### src/design/slcd_pkg.sv
// Shared types and constants of the sync, length and checksum deframer.
package slcd_pkg;

  // Default depth of the frame store in bytes.
  localparam int unsigned BufDepthDefault = 64;

  // Reset values of the sync byte registers.
  localparam logic [7:0] SyncFirstReset  = 8'hAA;
  localparam logic [7:0] SyncSecondReset = 8'h55;

  // Configuration register indexes, decoded from paddr[2].
  localparam logic RegSyncFirst  = 1'b0;
  localparam logic RegSyncSecond = 1'b1;

  // Result kinds.
  typedef enum logic [1:0] {
    KIND_DATA     = 2'd0,
    KIND_CSUM_ERR = 2'd1,
    KIND_OVERSIZE = 2'd2
  } kind_e;

  // One result word as it sits in the result queue.
  typedef struct packed {
    kind_e      kind;
    logic [5:0] byte_index;
    logic [7:0] data_byte;
    logic       last;
  } result_t;

endpackage

### src/design/slcd_fifo.sv
// Small register-based first-in first-out queue.
module slcd_fifo #(
  parameter int unsigned Width = 8,
  parameter int unsigned Depth = 2
) (
  input  logic             clk_i,
  input  logic             rst_ni,
  input  logic             push_i,
  input  logic [Width-1:0] wdata_i,
  output logic             full_o,
  input  logic             pop_i,
  output logic [Width-1:0] rdata_o,
  output logic             empty_o
);

  localparam int unsigned PtrW = (Depth > 1) ? $clog2(Depth) : 1;
  localparam int unsigned CntW = $clog2(Depth + 1);

  logic [Width-1:0] entry_q [Depth];
  logic [PtrW-1:0]  wr_ptr_q, wr_ptr_d;
  logic [PtrW-1:0]  rd_ptr_q, rd_ptr_d;
  logic [CntW-1:0]  count_q, count_d;
  logic             do_push, do_pop;

  assign full_o  = (count_q == CntW'(Depth));
  assign empty_o = (count_q == '0);
  assign do_push = push_i && !full_o;
  assign do_pop  = pop_i && !empty_o;
  assign rdata_o = entry_q[rd_ptr_q];

  // Pointer and fill count update with wrap at the depth.
  always_comb begin
    wr_ptr_d = wr_ptr_q;
    rd_ptr_d = rd_ptr_q;
    count_d  = count_q;
    if (do_push) begin
      wr_ptr_d = (wr_ptr_q == PtrW'(Depth - 1)) ? '0 : wr_ptr_q + PtrW'(1);
    end
    if (do_pop) begin
      rd_ptr_d = (rd_ptr_q == PtrW'(Depth - 1)) ? '0 : rd_ptr_q + PtrW'(1);
    end
    if (do_push && !do_pop) begin
      count_d = count_q + CntW'(1);
    end else if (do_pop && !do_push) begin
      count_d = count_q - CntW'(1);
    end
  end

  always_ff @(posedge clk_i or negedge rst_ni) begin
    if (!rst_ni) begin
      wr_ptr_q <= '0;
      rd_ptr_q <= '0;
      count_q  <= '0;
    end else begin
      wr_ptr_q <= wr_ptr_d;
      rd_ptr_q <= rd_ptr_d;
      count_q  <= count_d;
    end
  end

  // Entry storage needs no reset.
  always_ff @(posedge clk_i) begin
    if (do_push) begin
      entry_q[wr_ptr_q] <= wdata_i;
    end
  end

endmodule

### src/design/slcd_front.sv
// Front end: sync hunt, length check, frame storing and checksum compare.
module slcd_front
  import slcd_pkg::*;
#(
  parameter int unsigned BufDepth = BufDepthDefault,
  parameter int unsigned AddrW    = $clog2(BufDepth),
  parameter int unsigned CntW     = $clog2(BufDepth + 1)
) (
  input  logic             clk_i,
  input  logic             rst_ni,
  // Received bytes
  input  logic             push_i,
  input  logic [7:0]       rx_byte_i,
  output logic             ready_o,
  // Sync byte values
  input  logic [7:0]       sync_first_i,
  input  logic [7:0]       sync_second_i,
  // Frame store write port
  output logic             mem_we_o,
  output logic [AddrW-1:0] mem_waddr_o,
  output logic [7:0]       mem_wdata_o,
  // Command queue
  output logic             cmd_push_o,
  output kind_e            cmd_kind_o,
  output logic [CntW-1:0]  cmd_count_o,
  input  logic             cmd_full_i,
  // Back end has read out the whole frame
  input  logic             frame_done_i
);

  // Compare width that holds the length, the count and BufDepth + 1.
  localparam int unsigned LenW = ((CntW > 8) ? CntW : 8) + 1;

  typedef enum logic [3:0] {
    ST_SYNC1 = 4'b0001,
    ST_SYNC2 = 4'b0010,
    ST_LEN   = 4'b0100,
    ST_BODY  = 4'b1000
  } state_e;

  state_e          state_q, state_d;
  logic [CntW-1:0] count_q, count_d;
  logic [7:0]      sum_q, sum_d;
  logic [7:0]      len_q, len_d;
  logic            lock_q, lock_d;
  logic            accept;
  logic            oversize;
  logic            store_body;

  // A good frame locks the input until the store has been read out.
  assign ready_o    = !cmd_full_i && !lock_q;
  assign accept     = push_i && ready_o;
  assign oversize   = LenW'(rx_byte_i) > LenW'(BufDepth + 1);
  assign store_body = (LenW'(count_q) + LenW'(1) < LenW'(len_q)) &&
                      (LenW'(count_q) < LenW'(BufDepth));

  assign mem_wdata_o = rx_byte_i;
  assign cmd_count_o = count_q;

  // Per-byte frame parsing.
  always_comb begin
    state_d     = state_q;
    count_d     = count_q;
    sum_d       = sum_q;
    len_d       = len_q;
    lock_d      = lock_q && !frame_done_i;
    mem_we_o    = 1'b0;
    mem_waddr_o = '0;
    cmd_push_o  = 1'b0;
    cmd_kind_o  = KIND_DATA;
    if (accept) begin
      unique case (state_q)
        ST_SYNC1: begin
          if (rx_byte_i == sync_first_i) begin
            mem_we_o = 1'b1;
            state_d  = ST_SYNC2;
          end
        end
        ST_SYNC2: begin
          if (rx_byte_i == sync_second_i) begin
            mem_we_o    = 1'b1;
            mem_waddr_o = AddrW'(1);
            state_d     = ST_LEN;
          end else begin
            state_d = ST_SYNC1;
          end
        end
        ST_LEN: begin
          len_d = rx_byte_i;
          if (oversize) begin
            cmd_push_o = 1'b1;
            cmd_kind_o = KIND_OVERSIZE;
            state_d    = ST_SYNC1;
          end else begin
            mem_we_o    = 1'b1;
            mem_waddr_o = AddrW'(2);
            sum_d       = 8'(sync_first_i + sync_second_i + rx_byte_i);
            count_d     = CntW'(3);
            state_d     = ST_BODY;
          end
        end
        ST_BODY: begin
          if (store_body) begin
            mem_we_o    = 1'b1;
            mem_waddr_o = count_q[AddrW-1:0];
            count_d     = count_q + CntW'(1);
            sum_d       = sum_q + rx_byte_i;
          end else begin
            // Checksum byte closes the frame.
            cmd_push_o = 1'b1;
            state_d    = ST_SYNC1;
            if (rx_byte_i != sum_q) begin
              cmd_kind_o = KIND_CSUM_ERR;
            end else begin
              lock_d = 1'b1;
            end
          end
        end
        default: state_d = ST_SYNC1;
      endcase
    end
  end

  always_ff @(posedge clk_i or negedge rst_ni) begin
    if (!rst_ni) begin
      state_q <= ST_SYNC1;
      count_q <= '0;
      sum_q   <= '0;
      len_q   <= '0;
      lock_q  <= 1'b0;
    end else begin
      state_q <= state_d;
      count_q <= count_d;
      sum_q   <= sum_d;
      len_q   <= len_d;
      lock_q  <= lock_d;
    end
  end

endmodule

### src/design/slcd_back.sv
// Back end: frame store and emitter that turns commands into result words.
module slcd_back
  import slcd_pkg::*;
#(
  parameter int unsigned BufDepth = BufDepthDefault,
  parameter int unsigned AddrW    = $clog2(BufDepth),
  parameter int unsigned CntW     = $clog2(BufDepth + 1)
) (
  input  logic             clk_i,
  input  logic             rst_ni,
  // Frame store write port
  input  logic             mem_we_i,
  input  logic [AddrW-1:0] mem_waddr_i,
  input  logic [7:0]       mem_wdata_i,
  // Command queue
  input  logic             cmd_empty_i,
  input  kind_e            cmd_kind_i,
  input  logic [CntW-1:0]  cmd_count_i,
  output logic             cmd_pop_o,
  // Result queue
  output logic             res_push_o,
  output result_t          res_word_o,
  input  logic             res_full_i,
  // Frame fully read out
  output logic             frame_done_o
);

  typedef enum logic [2:0] {
    ST_IDLE = 3'b001,
    ST_READ = 3'b010,
    ST_PUSH = 3'b100
  } state_e;

  logic [7:0]       mem_q [BufDepth];
  logic [7:0]       rdata_q;
  state_e           state_q, state_d;
  logic [AddrW-1:0] idx_q, idx_d;
  logic [CntW-1:0]  n_q, n_d;
  logic             is_last;

  // Frame store: one write and one registered read per cycle.
  always_ff @(posedge clk_i) begin
    if (mem_we_i) begin
      mem_q[mem_waddr_i] <= mem_wdata_i;
    end
    if (state_q == ST_READ) begin
      rdata_q <= mem_q[idx_q];
    end
  end

  assign is_last = (CntW'(idx_q) + CntW'(1) == n_q);

  // Emitter sequencing: a status word per error command, a read and a push per byte.
  always_comb begin
    state_d      = state_q;
    idx_d        = idx_q;
    n_d          = n_q;
    cmd_pop_o    = 1'b0;
    res_push_o   = 1'b0;
    frame_done_o = 1'b0;
    res_word_o   = '{kind: cmd_kind_i, byte_index: 6'd0, data_byte: 8'd0, last: 1'b1};
    unique case (state_q)
      ST_IDLE: begin
        if (!cmd_empty_i) begin
          if (cmd_kind_i == KIND_DATA) begin
            cmd_pop_o = 1'b1;
            idx_d     = '0;
            n_d       = cmd_count_i;
            state_d   = ST_READ;
          end else if (!res_full_i) begin
            cmd_pop_o  = 1'b1;
            res_push_o = 1'b1;
          end
        end
      end
      ST_READ: state_d = ST_PUSH;
      ST_PUSH: begin
        res_word_o = '{kind: KIND_DATA, byte_index: 6'(idx_q), data_byte: rdata_q,
                       last: is_last};
        if (!res_full_i) begin
          res_push_o = 1'b1;
          if (is_last) begin
            frame_done_o = 1'b1;
            state_d      = ST_IDLE;
          end else begin
            idx_d   = idx_q + AddrW'(1);
            state_d = ST_READ;
          end
        end
      end
      default: state_d = ST_IDLE;
    endcase
  end

  always_ff @(posedge clk_i or negedge rst_ni) begin
    if (!rst_ni) begin
      state_q <= ST_IDLE;
      idx_q   <= '0;
      n_q     <= '0;
    end else begin
      state_q <= state_d;
      idx_q   <= idx_d;
      n_q     <= n_d;
    end
  end

endmodule

### src/design/sync_length_checksum_deframer.sv
// A frame's results go from its checksum byte through the command queue, the store
// read and the result queue. The front takes one byte per cycle while full is low;
// a good frame is emitted by a store read and a result push per byte, and input is
// held (full high) until its last byte enters the result queue.
// Reset: asynchronous, active low; clears queues and parsing, restores sync values.
// The frame store is not cleared; every emitted entry is written in the same frame.
module sync_length_checksum_deframer
  import slcd_pkg::*;
#(
  parameter int unsigned BufDepth = BufDepthDefault
) (
  input  logic        clk_i,
  input  logic        rst_ni,
  // Byte input
  input  logic        push,
  input  logic [7:0]  rx_byte_i,
  output logic        full,
  // Result output
  input  logic        pop,
  output logic        empty,
  output logic [1:0]  kind_o,
  output logic [5:0]  byte_index_o,
  output logic [7:0]  data_byte_o,
  output logic        last_o,
  // Configuration port
  input  logic        psel,
  input  logic        penable,
  input  logic        pwrite,
  input  logic [2:0]  paddr,
  input  logic [31:0] pwdata,
  output logic [31:0] prdata,
  output logic        pready
);

  localparam int unsigned AddrW = $clog2(BufDepth);
  localparam int unsigned CntW  = $clog2(BufDepth + 1);
  localparam int unsigned CmdW  = $bits(kind_e) + CntW;
  localparam int unsigned CmdDepth = 2;
  localparam int unsigned ResDepth = 4;

  logic [7:0]       sync_first_q, sync_second_q;
  logic             cfg_write;
  logic             front_ready;
  logic             mem_we;
  logic [AddrW-1:0] mem_waddr;
  logic [7:0]       mem_wdata;
  logic             cmd_push, cmd_pop, cmd_full, cmd_empty;
  kind_e            cmd_kind_w;
  logic [CntW-1:0]  cmd_count_w;
  logic [CmdW-1:0]  cmd_rdata;
  logic             frame_done;
  logic             res_push, res_full;
  result_t          res_wword, res_rword;

  // Configuration registers.
  assign pready    = 1'b1;
  assign cfg_write = psel && penable && pwrite && pready;

  always_ff @(posedge clk_i or negedge rst_ni) begin
    if (!rst_ni) begin
      sync_first_q  <= SyncFirstReset;
      sync_second_q <= SyncSecondReset;
    end else if (cfg_write) begin
      if (paddr[2] == RegSyncFirst) begin
        sync_first_q <= pwdata[7:0];
      end else begin
        sync_second_q <= pwdata[7:0];
      end
    end
  end

  assign prdata = (paddr[2] == RegSyncFirst) ? 32'(sync_first_q) : 32'(sync_second_q);

  assign full = !front_ready;

  slcd_front #(
    .BufDepth (BufDepth),
    .AddrW    (AddrW),
    .CntW     (CntW)
  ) u_front (
    .clk_i         (clk_i),
    .rst_ni        (rst_ni),
    .push_i        (push),
    .rx_byte_i     (rx_byte_i),
    .ready_o       (front_ready),
    .sync_first_i  (sync_first_q),
    .sync_second_i (sync_second_q),
    .mem_we_o      (mem_we),
    .mem_waddr_o   (mem_waddr),
    .mem_wdata_o   (mem_wdata),
    .cmd_push_o    (cmd_push),
    .cmd_kind_o    (cmd_kind_w),
    .cmd_count_o   (cmd_count_w),
    .cmd_full_i    (cmd_full),
    .frame_done_i  (frame_done)
  );

  // Command queue between front and back.
  slcd_fifo #(
    .Width (CmdW),
    .Depth (CmdDepth)
  ) u_cmd_fifo (
    .clk_i   (clk_i),
    .rst_ni  (rst_ni),
    .push_i  (cmd_push),
    .wdata_i ({cmd_kind_w, cmd_count_w}),
    .full_o  (cmd_full),
    .pop_i   (cmd_pop),
    .rdata_o (cmd_rdata),
    .empty_o (cmd_empty)
  );

  slcd_back #(
    .BufDepth (BufDepth),
    .AddrW    (AddrW),
    .CntW     (CntW)
  ) u_back (
    .clk_i        (clk_i),
    .rst_ni       (rst_ni),
    .mem_we_i     (mem_we),
    .mem_waddr_i  (mem_waddr),
    .mem_wdata_i  (mem_wdata),
    .cmd_empty_i  (cmd_empty),
    .cmd_kind_i   (kind_e'(cmd_rdata[CmdW-1:CntW])),
    .cmd_count_i  (cmd_rdata[CntW-1:0]),
    .cmd_pop_o    (cmd_pop),
    .res_push_o   (res_push),
    .res_word_o   (res_wword),
    .res_full_i   (res_full),
    .frame_done_o (frame_done)
  );

  // Result queue in front of the output ports.
  slcd_fifo #(
    .Width ($bits(result_t)),
    .Depth (ResDepth)
  ) u_res_fifo (
    .clk_i   (clk_i),
    .rst_ni  (rst_ni),
    .push_i  (res_push),
    .wdata_i (res_wword),
    .full_o  (res_full),
    .pop_i   (pop),
    .rdata_o (res_rword),
    .empty_o (empty)
  );

  assign kind_o       = res_rword.kind;
  assign byte_index_o = res_rword.byte_index;
  assign data_byte_o  = res_rword.data_byte;
  assign last_o       = res_rword.last;

endmodule

### config.mk
export PLATFORM = sky130hd
export DESIGN_NAME = sync_length_checksum_deframer
export DESIGN_NICKNAME = d
export VERILOG_FILES = /design/src/design/slcd_pkg.sv /design/src/design/slcd_fifo.sv /design/src/design/slcd_front.sv /design/src/design/slcd_back.sv /design/src/design/sync_length_checksum_deframer.sv
export SDC_FILE = /design/constraint.sdc
export NUM_CORES = 1
export LEC_CHECK = 0
export ABC_CLOCK_PERIOD_IN_PS = 4600
export CAP_MARGIN = 15
export CELL_PAD_IN_SITES_DETAIL_PLACEMENT = 1
export CELL_PAD_IN_SITES_GLOBAL_PLACEMENT = 1
export CORE_MARGIN = 4
export CORE_UTILIZATION = 25
export CTS_BUF_LIST = sky130_fd_sc_hd__clkbuf_2
export CTS_CLUSTER_DIAMETER = 50
export DETAILED_ROUTE_END_ITERATION = 16
export DONT_BUFFER_PORTS = 1
export GPL_TIMING_DRIVEN = 1
export PLACE_DENSITY_LB_ADDON = 0.08
export SYNTH_ARGS = -nofsm -noshare
export SYNTH_HDL_FRONTEND = slang
export SYNTH_SLANG_ARGS = --single-unit
export TNS_END_PERCENT = 1
### constraint.sdc
create_clock -name clk_i -period 4.6 [get_ports clk_i]
set_input_delay 0 -clock clk_i [delete_from_list [all_inputs] [get_ports clk_i]]
set_output_delay 0 -clock clk_i [all_outputs]
set_load 0.005 [all_outputs]
==> summary.md <==
| Metric | Value |
|---|---|
| CP Data Arrival Time | `around 5 ns` |
| Cts bufs inserted | `190` |
| CP Launch Type | `flip-flop` |
| Number of global-route vias before repair | `about 17k` |
| Final Skew | `roughly 0.19 ns` |
| CP max FO | `8` |
| Global route overflow | `0` |
| Post-synthesis compound-gate area fraction | `0.0316` |
| #FFs+latches synth | `~680` |
| Final instance area | `33900 um2` |
| Via density per instance | `~4.4` |
| Die W | `between 300 and 400 um` |
| Run status | `completed` |
| Drt wl/cell | `roughly 24 um` |
| Core Util, Final | `0.300` |
| Post-synthesis cell area | `roughly 29000 um2` |
| Reg2reg path depth | `12` |
| Rows | `about 120` |
| Leak | `about 12 nW` |
| Yosys Warn Count | `0` |
| Worst Setup SP | `u_front.cmd_count_o[0]` |
| Fin crit share | `0.864` |
| Clk buf depth | `3` |
| Worst setup endpoint | `u_back.mem_q[42][5]` |
| Buf/Inv on CP | `2` |
| Xor/xnor share of the synthesized area | `0.0116` |
| Ys flop type | `edfxtp_1` |
| GRT Util Overall | `0.141` |
| Post-synthesis sequential area ratio | `0.699` |
| Starting Density | `0.253` |
| Fin. Hold Viols | `0` |
| Max Slew Vio Count | `0` |
| Relative slew slack | `0.285` |
| Crit Path Class | `flip-flop to flip-flop` |
| NumNets Final | `slightly below 2k` |
| Synth top area share | `0.636` |
| Die ar. | `roughly 120000 um2` |
| Core area | `around 110000 um2` |
| Post-Layout Cell Count | `around 3.5k` |
| Initial antenna violation count | `6` |
| Mapped Cells | `1540` |
| Endpoints failing setup | `0` |
| Post-cts resize count | `0` |
| DR vias | `between 15k and 20k` |
| Post-synth cell types | `80` |
| Post-synthesis mux area share | `0.156` |
| Critical path's largest stage delay | `around 0.56 ns` |
| Achievable clock frequency | `between 0.2 and 0.3 GHz` |
| Crit path cell chain | `ha_1 -> nand3_1 -> xnor2_1 -> ha_1 -> a21o_1 -> a211oi_2 -> o211ai_2 -> buf_4 -> nor4b_2 -> nand3_1 -> nor3_1 -> buf_4` |
| Largest family of logic cells by synthesized area | `multiplexers` |
| CP top delay family | `simple AND/OR/NAND/NOR gates` |
| Setup crit end kind | `flip-flop` |
| Ratio of cells with drive above 1 in the final layout | `0.335` |
| DP Wirelength | `50600 um` |
| Worst-path clk slew | `0.10 ns` |
| Area leader, netlist | `edfxtp_1` |
| Cells after DPL | `3069` |
| Synthesis-to-finish area growth | `18.5%` |
| H-Tree Depth | `4` |
| Async set-reset flop share out of synthesis | `0.105` |
| Clock Root Buffer | `clkbuf_2` |
| Die height | `about 350 um` |
| RSZ-0062 raised after global routing | `false` |
| Crit-path slowest cell | `nor4b_2` |
| CTS tree | `built` |
| Worst VDD drop | `about 0.2 mV` |
| Drc violations | `0` |
| First-pass GRT wire length | `roughly 120000 um` |
| Final wirelength | `around 84000 um` |
| Worst Max-Slew Pin Slew | `around 1.1 ns` |
| Setup TNS | `0 ns` |
| Largest net degree at the start of global routing | `72` |
| Post-CTS Setup Bufs | `0` |
| Syn avg cell area | `approximately 19 um2` |
| Final min period | `3.97 ns` |
| Synth Area in Simple Gates | `0.0567` |
| Pwr dens | `between 300 and 400 nW/um2` |
| Placement Cell Area | `~30000 um2` |
| EDFF count, synth | `between 600 and 700` |
| Synth top area cells | `edfxtp_1 (64%), mux4_2 (14%), dfrtp_1 (5.3%), ha_1 (1.6%), mux2_2 (1.3%)` |
| TritonRoute pass-1 iters | `5` |
| Worst hold path type | `input pin to output port` |
| CP required | `approximately 5.7 ns` |
| DR iter-0 viols | `935` |
| Count leader, synth | `edfxtp_1` |
| Synth top cells by count | `edfxtp_1 (606), mux4_2 (177), nor2_1 (85)` |
| Final ANT Viol Nets | `0` |
| R2R setup slack | `approximately 0.63 ns` |
| Critical register-to-register path startpoint | `u_front.cmd_count_o[0]` |
| # IOs | `102` |
| CTS sink count | `a little under 700` |
| Max-cap violations | `0` |
| Worst r2r dst | `u_back.mem_q[42][5]` |
| Clk_lat worst skew | `1.47 ns` |
| I/O Buffers | `0` |
| Number of cells on the critical path | `12` |
| Number of hold buffers added after cts | `slightly above 90` |
| Final Wtd Congestion | `about 0.7` |
| Synth Area in Adders | `0.0227` |
[state kept, by name (all words and copies together) (netlist names)]
signal,count
u_back.mem_q,512
u_res_fifo.entry_q,68
u_cmd_fifo.entry_q,18
sync_first_q,8
sync_second_q,8
u_back.rdata_q,8
u_front.len_q,8
u_front.sum_q,8
u_back.n_q,7
u_front.cmd_count_o,7
u_back.idx_q,6
u_front.state_q,4
u_back.state_q,3
u_res_fifo.count_q,3
u_cmd_fifo.count_q,2
u_res_fifo.rd_ptr_q,2
u_res_fifo.wr_ptr_q,2
u_cmd_fifo.rd_ptr_q,1
u_cmd_fifo.wr_ptr_q,1
u_front.lock_q,1
[cell usage in the layout, fill, tap and decap left out, types with 9 or more instances in the layout]
cell	instances
dfrtp_1	58
ha_1	36
clkinv_1	45
nor2_1	85
buf_16	18
nor3_1	31
xnor2_1	20
mux4_2	177
a22oi_1	16
mux2i_1	12
nand3_1	21
a21oi_1	14
o21ai_0	39
conb_1	25
nand4_1	9
nand2b_1	14
and2_1	17
clkbuf_2	282
fa_1	10
mux2_2	32
edfxtp_1	606
buf_4	94
inv_1	33
xor2_1	18
dlygate4sd3_1	74
nand2_1	70
dfstp_2	10
[metal layers]
| layer | GRT usage | vias to the layer above | routed length (um) |
|---|---|---|---|
| li1 | - | 6895 | - |
| met3 | 0.0321 | 150 | 3690 |
| met1 | 0.187 | 8084 | 37900 |
| met2 | 0.228 | 342 | 40400 |
| met5 | 0 | - | 0 |
| met4 | 0.0461 | 0 | 1860 |
[power breakdown]
group | switching [mW] | leakage [nW] | total, mW | internal, mW
registers | 0.177 | 6.44 | 7.15 | 6.97
logic | 0.796 | 3.75 | 1.44 | 0.646
clock network | 2.61 | 1.33 | 4.42 | 1.81
total | 3.58 | 11.5 | 13.0 | 9.43
[layout make-up]
| type | count | area (um2) |
|---|---|---|
| inverters | 35 | 131 |
| well taps | 1500 | 1880 |
| diodes | 4 | 10.0 |
| repair buffers | 191 | 2040 |
| clock buffers | 282 | 1410 |
| fillers | 11800 | 79200 |
| clock inverters | 61 | 338 |
| multi-input cells | 758 | 8080 |
| flip-flops and latches | 677 | 20000 |
[cell families (layout without fill, tap and decap cells)]
| kind of cell | after synthesis | count (layout) |
|---|---|---|
| adder cells (fa/ha/maj) | 46 | 46 |
| buffers and inverters | 128 | 569 |
| other | 2 | 29 |
| AND/OR/NAND/NOR | 303 | 303 |
| multiplexers | 221 | 221 |
| flip-flops | 677 | 677 |
| XOR/XNOR | 38 | 38 |
| AO/OA/AOI/OAI | 125 | 125 |
[worst min-delay path by stage]
stage / start / end / slack [ns] / cells past startpoint
after floorplan: rst_ni / sync_first_q[0] / -0.30 / 0
after global placement: rst_ni / sync_first_q[2] / -0.29 / 0
after detailed placement: rst_ni / sync_second_q[3] / -0.29 / 0
after CTS: penable / sync_second_q[2] / 0.002 / 4
after global routing: rx_byte_i[5] / u_back.mem_q[1][5] / 0.10 / 4
final: paddr[2] / prdata[0] / 0.09 / 1
[per-stage QoR]
step           hold slack (ns)  setup slack, ns  power (mW)
2_1_floorplan           -0.296            0.634        8.13
3_3_place_gp            -0.292            0.687        8.49
3_5_place_dp            -0.293            0.688        8.52
4_1_cts                0.00154            0.492        13.4
5_1_grt                  0.102            0.310        13.8
6_report                0.0885            0.628        13.0
Power figures use the tool's default switching activity.
